File: config.mk
export PLATFORM = sky130hd
export DESIGN_NAME = closest_fraction_search_top
export DESIGN_NICKNAME = d
export VERILOG_FILES = /design/src/hw/rtl/cfs_pkg.sv /design/src/hw/rtl/closest_fraction_search_top.sv
export SDC_FILE = /design/constraint.sdc
export NUM_CORES = 1
export LEC_CHECK = 0
export BUFFER_PORTS_ARGS = -buffer_cell sky130_fd_sc_hd__buf_2
export CAP_MARGIN = 20
export CORE_ASPECT_RATIO = 1.4
export CORE_UTILIZATION = 30
export CTS_BUF_LIST = sky130_fd_sc_hd__clkbuf_2 sky130_fd_sc_hd__clkbuf_4 sky130_fd_sc_hd__clkbuf_8
export DETAILED_ROUTE_END_ITERATION = 16
export PLACE_DENSITY = 0.55
export SYNTH_ARGS = -nofsm -noshare
export SYNTH_HDL_FRONTEND = slang
export SYNTH_SLANG_ARGS = --single-unit
File: constraint.sdc
create_clock -name clk_i -period 17.1 [get_ports clk_i]
set_input_delay 0 -clock clk_i [delete_from_list [all_inputs] [get_ports clk_i]]
set_output_delay 0 -clock clk_i [all_outputs]
set_load 0.005 [all_outputs]
File: src/hw/rtl/cfs_pkg.sv
// Shared types and constants for the closest fraction search block.
package cfs_pkg;

  // Input value word and the fixed-point layout defaults
  localparam int unsigned VALUE_W         = 32;
  localparam int unsigned FRAC_BITS_DEF   = 16;
  localparam int unsigned DENOM_BITS_DEF  = 10;

  // Largest denominator tried after reset
  localparam int unsigned MAX_DENOM_RESET = 1000;

  // Search sequencer states
  typedef enum logic [1:0] {
    ST_IDLE,
    ST_SEARCH,
    ST_FINISH
  } cfs_state_e;

endpackage

File: src/hw/rtl/closest_fraction_search_top.sv
// Top level of the closest fraction search: sequencer, shared compare unit, output register.

// Each input word carries a signed fixed-point value with FRAC_BITS fraction bits. The block
// walks the denominators b = 1 .. max_denominator (0 counts as 1) and returns the fraction
// a/b nearest to the value, with a = floor(x*b) or floor(x*b)+1. Errors are compared exactly
// by cross-multiplication; only a strictly closer candidate replaces the best, so ties keep
// the smaller denominator and, for one b, the floor numerator. One denominator is checked
// per cycle by a single compare unit. After a word is accepted, the search state walks b up
// to limit = max_denominator (0 counts as 1), the finish state loads the result into the
// output register, and the idle state follows before the next word can be taken; a new
// word is taken only once the search is over. The finished result sits in an output
// register, so a new search starts while it waits; if that register still holds an untaken
// result when a search ends, the search waits until it is taken.
// max_denominator may only be written while no search is running.
module closest_fraction_search_top
  import cfs_pkg::*;
#(
  parameter int unsigned FRAC_BITS  = FRAC_BITS_DEF,
  parameter int unsigned DENOM_BITS = DENOM_BITS_DEF,
  localparam int unsigned NUM_BITS  = VALUE_W - FRAC_BITS + DENOM_BITS
) (
  input  logic                         clk_i,
  input  logic                         rst_ni,
  // configuration
  input  logic                         cfg_we_i,
  input  logic [DENOM_BITS-1:0]        cfg_wdata_i,
  // input words
  input  logic                         in_valid_i,
  output logic                         in_ready_o,
  input  logic signed [VALUE_W-1:0]    value_i,
  input  logic                         last_in_i,
  // result words
  output logic                         out_valid_o,
  input  logic                         out_ready_i,
  output logic signed [NUM_BITS-1:0]   numerator_o,
  output logic [DENOM_BITS-1:0]        denominator_o,
  output logic                         last_out_o
);

  localparam int unsigned P_W    = VALUE_W + DENOM_BITS;
  localparam int unsigned PROD_W = FRAC_BITS + DENOM_BITS;
  localparam logic [FRAC_BITS:0]   ONE_FIX    = (FRAC_BITS + 1)'(1) << FRAC_BITS;
  localparam logic [FRAC_BITS-1:0] HALF_FIX   = FRAC_BITS'(1) << (FRAC_BITS - 1);
  localparam logic [DENOM_BITS-1:0] DENOM_ONE = DENOM_BITS'(1);

  cfs_state_e state_q, state_d;

  logic [DENOM_BITS-1:0]      max_denom_q;
  logic [DENOM_BITS-1:0]      limit;
  logic signed [P_W-1:0]      p_q;
  logic signed [P_W-1:0]      v_q;
  logic [DENOM_BITS-1:0]      b_q;
  logic                       last_q;
  logic signed [NUM_BITS-1:0] best_a_q;
  logic [DENOM_BITS-1:0]      best_b_q;
  logic [FRAC_BITS-1:0]       best_e_q;

  logic                       out_valid_q;
  logic signed [NUM_BITS-1:0] numerator_q;
  logic [DENOM_BITS-1:0]      denominator_q;
  logic                       last_out_q;

  logic                       accept;
  logic                       load_out;
  logic signed [NUM_BITS-1:0] a_floor;
  logic [FRAC_BITS-1:0]       e_lo;
  logic [FRAC_BITS:0]         e_hi;
  logic                       ceil_sel;
  logic [FRAC_BITS-1:0]       e_min;
  logic signed [NUM_BITS-1:0] a_cand;
  logic [PROD_W-1:0]          prod_cand;
  logic [PROD_W-1:0]          prod_best;
  logic                       take;

  // Configuration register
  always_ff @(posedge clk_i or negedge rst_ni) begin
    if (!rst_ni) begin
      max_denom_q <= DENOM_BITS'(MAX_DENOM_RESET);
    end else if (cfg_we_i) begin
      max_denom_q <= cfg_wdata_i;
    end
  end

  // Treat a zero limit as one
  assign limit = (max_denom_q == '0) ? DENOM_ONE : max_denom_q;

  // Sequencer state register
  always_ff @(posedge clk_i or negedge rst_ni) begin
    if (!rst_ni) begin
      state_q <= ST_IDLE;
    end else begin
      state_q <= state_d;
    end
  end

  // Next state and handshake
  always_comb begin
    state_d    = state_q;
    in_ready_o = 1'b0;
    load_out   = 1'b0;
    unique case (state_q)
      ST_IDLE: begin
        in_ready_o = 1'b1;
        if (in_valid_i) state_d = ST_SEARCH;
      end
      ST_SEARCH: begin
        if (b_q == limit) state_d = ST_FINISH;
      end
      ST_FINISH: begin
        if (!out_valid_q || out_ready_i) begin
          load_out = 1'b1;
          state_d  = ST_IDLE;
        end
      end
      default: state_d = ST_IDLE;
    endcase
  end

  assign accept = in_valid_i && in_ready_o;

  // Candidate pair for the current denominator: p = value * b
  assign a_floor  = p_q[P_W-1:FRAC_BITS];
  assign e_lo     = p_q[FRAC_BITS-1:0];
  assign e_hi     = ONE_FIX - {1'b0, e_lo};
  assign ceil_sel = e_hi < {1'b0, e_lo};
  assign e_min    = ceil_sel ? e_hi[FRAC_BITS-1:0] : e_lo;
  assign a_cand   = a_floor + NUM_BITS'(ceil_sel);

  // Shared compare unit: e_min / b < best_e / best_b by cross-multiplication
  assign prod_cand = PROD_W'(e_min) * PROD_W'(best_b_q);
  assign prod_best = PROD_W'(best_e_q) * PROD_W'(b_q);
  assign take      = (b_q == DENOM_ONE) || (prod_cand < prod_best);

  // Search datapath: load on accept, advance one denominator per cycle
  always_ff @(posedge clk_i) begin
    if (accept) begin
      p_q    <= {{DENOM_BITS{value_i[VALUE_W-1]}}, value_i};
      v_q    <= {{DENOM_BITS{value_i[VALUE_W-1]}}, value_i};
      b_q    <= DENOM_ONE;
      last_q <= last_in_i;
    end else if (state_q == ST_SEARCH) begin
      p_q <= p_q + v_q;
      b_q <= b_q + DENOM_ONE;
      if (take) begin
        best_a_q <= a_cand;
        best_b_q <= b_q;
        best_e_q <= e_min;
      end
    end
  end

  // Output register: hold the result until the word is taken
  always_ff @(posedge clk_i or negedge rst_ni) begin
    if (!rst_ni) begin
      out_valid_q <= 1'b0;
    end else if (load_out) begin
      out_valid_q <= 1'b1;
    end else if (out_ready_i) begin
      out_valid_q <= 1'b0;
    end
  end

  always_ff @(posedge clk_i) begin
    if (load_out) begin
      numerator_q   <= best_a_q;
      denominator_q <= best_b_q;
      last_out_q    <= last_q;
    end
  end

  assign out_valid_o   = out_valid_q;
  assign numerator_o   = numerator_q;
  assign denominator_o = denominator_q;
  assign last_out_o    = last_out_q;

  // The denominator counter stays inside the search range
  a_b_range: assert property (@(posedge clk_i) disable iff (!rst_ni)
    (state_q == ST_SEARCH) |-> (b_q != '0) && (b_q <= limit))
    else $error("denominator counter out of range");

  // The nearer numerator is never more than half a step away
  a_best_err: assert property (@(posedge clk_i) disable iff (!rst_ni)
    (state_q == ST_FINISH) |-> (best_e_q <= HALF_FIX) && (best_b_q != '0))
    else $error("best error or denominator out of range");

  // A new result appears only right after a finished search
  a_result_src: assert property (@(posedge clk_i) disable iff (!rst_ni)
    $rose(out_valid_q) |-> $past(state_q == ST_FINISH))
    else $error("result loaded outside the finish step");

endmodule
==> parameters.txt <==
Parameter                              Value

Placed design
  Pre-CTS setup slack    approximately 5.2 ns
  RD Place Congestion    0.897
  Number of input and output port buffers inserted    86
  Detailed placer's ending HPWL    about 39000 um

Worst setup path
  Worst path required time    roughly 17 ns
  Crit path launch type    register
  Critical path class    reg2reg
  Reg2Reg Setup Slack    5.09 ns
  R2r worst-path depth    39
  Slowest cell on the critical path    xor2_1
  Biggest fanout along the worst timing path    34
  CP Data Arrival Time    between 10 and 15 ns
  Capturing element type of the critical path    register
  Worst R2R Start    p_q[4]
  Worst r2r dst    best_a_q[1]
  Largest stage delay, worst path    approximately 0.68 ns

Job
  Max-cap violations    0

Synthesis
  Cell count after synthesis    roughly 2100
  Synthesis-stage register bit count    between 150 and 200
  Number of library cell types mapped by synthesis    68
  Post-synthesis instance area    20100 um2
  Post-synthesis area per instance    9.83 um2
  Biggest area contributors in the synthesized netlist    edfxtp_1, fa_1, ha_1, nand2_1, inv_1
  Total of warnings raised by yosys    0
  Yosys top cell by area    edfxtp_1
  Fraction of registers with async set/reset    about 7%
  Synth Net Count    2520
  Most used flip-flop cell after synthesis    edfxtp_1
  Sequential area share after synthesis    between 20% and 30%
  Count of flip-flops with a built-in enable after synthesis    164
  Portion of synthesized cell area occupied by the leading cell type    approximately 24%

Global route
  Number of antenna violations at the first check in global routing    1
  GRT overflow    0
  Global-route met3 utilization    1.49%
  Pin count of the biggest net entering global routing    57
  Number of global-route vias before repair    around 16000
  Met2 Use GR    between 20% and 30%
  Tot GR Track Use    15.3%
  M1 GR Usage    17.5%
  Most Crowded Layer GR    met2
  Wire length of the first global-routing pass    approximately 83000 um

Timing
  Period utilisation layout    70.2%
  Post-route setup TNS    0 ns
  Tmin final    ~12 ns
  Number of setup violations in the final report    0
  Worst setup skew after layout    about 0.028 ns
  Setup repair after global routing missed its margin    false
  Post-route worst setup slack    5.09 ns
  Final hold violation count    0
  Max Slew Vio Count    0
  Pin slew with the least headroom to its limit    1.06 ns
  Worst-case headroom to the max-slew limit    between 20 and 30%
  Highest clock rate    ~83 MHz

Detailed routing
  Average vias per placed instance    just under 5
  Initial drt markers    between 600 and 700
  Number of iterations in the first detailed-routing pass    6
  ANT nets after route    0
  Routed Wire Length    just over 50000 um
  DR vias    14900
  Detailed-route DRC error count    0
  Routed wire length per instance    16.7 um

Clock network
  Worst-path clk slew    ~0.11 ns
  Worst-case clock buffer depth    2
  H-tree level count    4
  CTS resizes    0
  Number of buffers inserted by post-CTS setup repair    0
  Clock tree from TritonCTS    yes
  Clock buffer count from CTS    17
  Worst skew pair latency    ~0.52 ns
  Clock root buffer    clkbuf_8
  Clock sink count    ~190

Final layout
  Area grow syn2layout    11.4%
  Fraction of layout cells with a size suffix above 1    just over 8%
  Final-stage net count    about 2600
  Fillcell total    6728

Floorplanning
  Overall die width    221 um
  Number of placed I/O pins    87
  Std-Cell Rows    between 100 and 150
  Overall die area    ~68000 um2
  Die H    309 um
  Initial core utilization    between 30% and 40%
  Placeable Area    between 60000 and 70000 um2

Min path
  Capture endpoint of the worst hold path    b_q[0]
  Worst Hold Depth    4
  Classification of the worst-slack hold path    in2reg
  Min-delay src    in_valid_i

Status
  Run status    completed
[registers in the layout, indices dropped and copies added (netlist names)]
signal         flops
denominator_o     10
best_a_q          26
max_denom_q       10
last_q             1
state_q            2
numerator_o       26
v_q               32
best_b_q          10
out_valid_o        1
best_e_q          16
b_q               10
p_q               42
last_out_o         1
[per-layer routing]
metal  wire length, um  vias to the layer above
li1                  -                     7005
met1             20600                     7451
met2             26600                      343
met3              1530                       98
met4              1700                        0
met5                 0                        -
[how the worst max path moves through the flow]
stage | to | cells after the start | startpoint
floorplan | best_a_q[0] | 41 | p_q[4]
global placement | best_a_q[16] | 39 | p_q[4]
detailed placement | best_a_q[16] | 39 | p_q[4]
CTS | best_a_q[1] | 39 | p_q[4]
global route | best_a_q[1] | 39 | p_q[4]
finish | best_a_q[1] | 39 | p_q[4]
[cell usage in the layout (no fill, tap or decap), types with 21 or more instances in the layout]
master	instances
xor2_1	62
fa_1	221
nand4_1	21
xnor2_1	72
nand3_1	21
dlygate4sd3_1	57
nor2_1	87
nand2_1	260
ha_1	201
buf_4	21
o21ai_0	55
a21o_1	40
inv_1	258
a21oi_1	107
edfxtp_1	164
and2_1	147
buf_2	86
[cell usage after synthesis (all sizes together), types with 7 or more instances]
cell type  number
and2          147
a211o           8
o21bai          9
buf            33
o21ai          61
nor2b          10
xor2           62
dfxtp          10
and3           15
nand2b         14
a31oi          12
mux2           12
or3             8
fa            221
nand3          21
ha            201
nand2         262
dfrtp           7
nand4          21
o21a           20
clkbuf         55
xnor2          72
a211oi          8
inv           258
a21o           40
nor4            9
a21oi         107
nor3           10
edfxtp        164
nor2           87
[critical path: cells and delay by family (launching register included)]
family                   cells  cell delay (ns)
adder cells (fa/ha/maj)      8             3.51
AND/OR/NAND/NOR              8             2.27
flip-flops                   1             0.49
AO/OA/AOI/OAI               15             3.74
buffers and inverters        6             0.75
XOR/XNOR                     2             0.83
[metrics by stage]
stage | hold WS (ns) | instances | area [um2] | utilization [%]
final | 0.0426 | 3016 | 22400 | 33.7
after CTS | 0.0271 | 3013 | 22400 | 33.7
after global routing | 0.0714 | 3015 | 22400 | 33.7
after detailed placement | -0.103 | 2924 | 21500 | 32.2
after floorplan | -0.296 | 2050 | 20100 | -
after global placement | -0.110 | 2924 | 21500 | 32.2
[what timing repair did]
item                                    4_1_cts  5_1_grt
endpoints found under the setup margin        0        0
endpoints found under the hold margin        98        0
hold buffers                                 57        0
[cells by family (layout without fill, tap and decap cells)]
logic type	Yosys count	in the layout	share of synthesized area, %
fa+ha+maj	422	422	34.4
other cells	0	2	0
buf+inv	347	456	6.63
flops	187	187	27.1
compound gates	321	321	10.2
xor+xnor	134	134	5.82
mux	15	15	0.820
simple gates	624	624	15.0
[area by class of cell]
type                            count  area [um2]  area share (%)
Multi-Input combinational cell   1516       13400            59.6
Sequential cell                   187        5460            24.3
Timing Repair Buffer              165        1190            5.29
Tap cell                          855        1070            4.77
Inverter                          259         972            4.33
Clock buffer                       19         255            1.14
Clock inverter                     13         121           0.541
Antenna cell                        2        5.00          0.0223
Power is left out: the tool's default activity adds up to more than one toggle a clock period on the data nets, which glitch-free logic cannot reach.
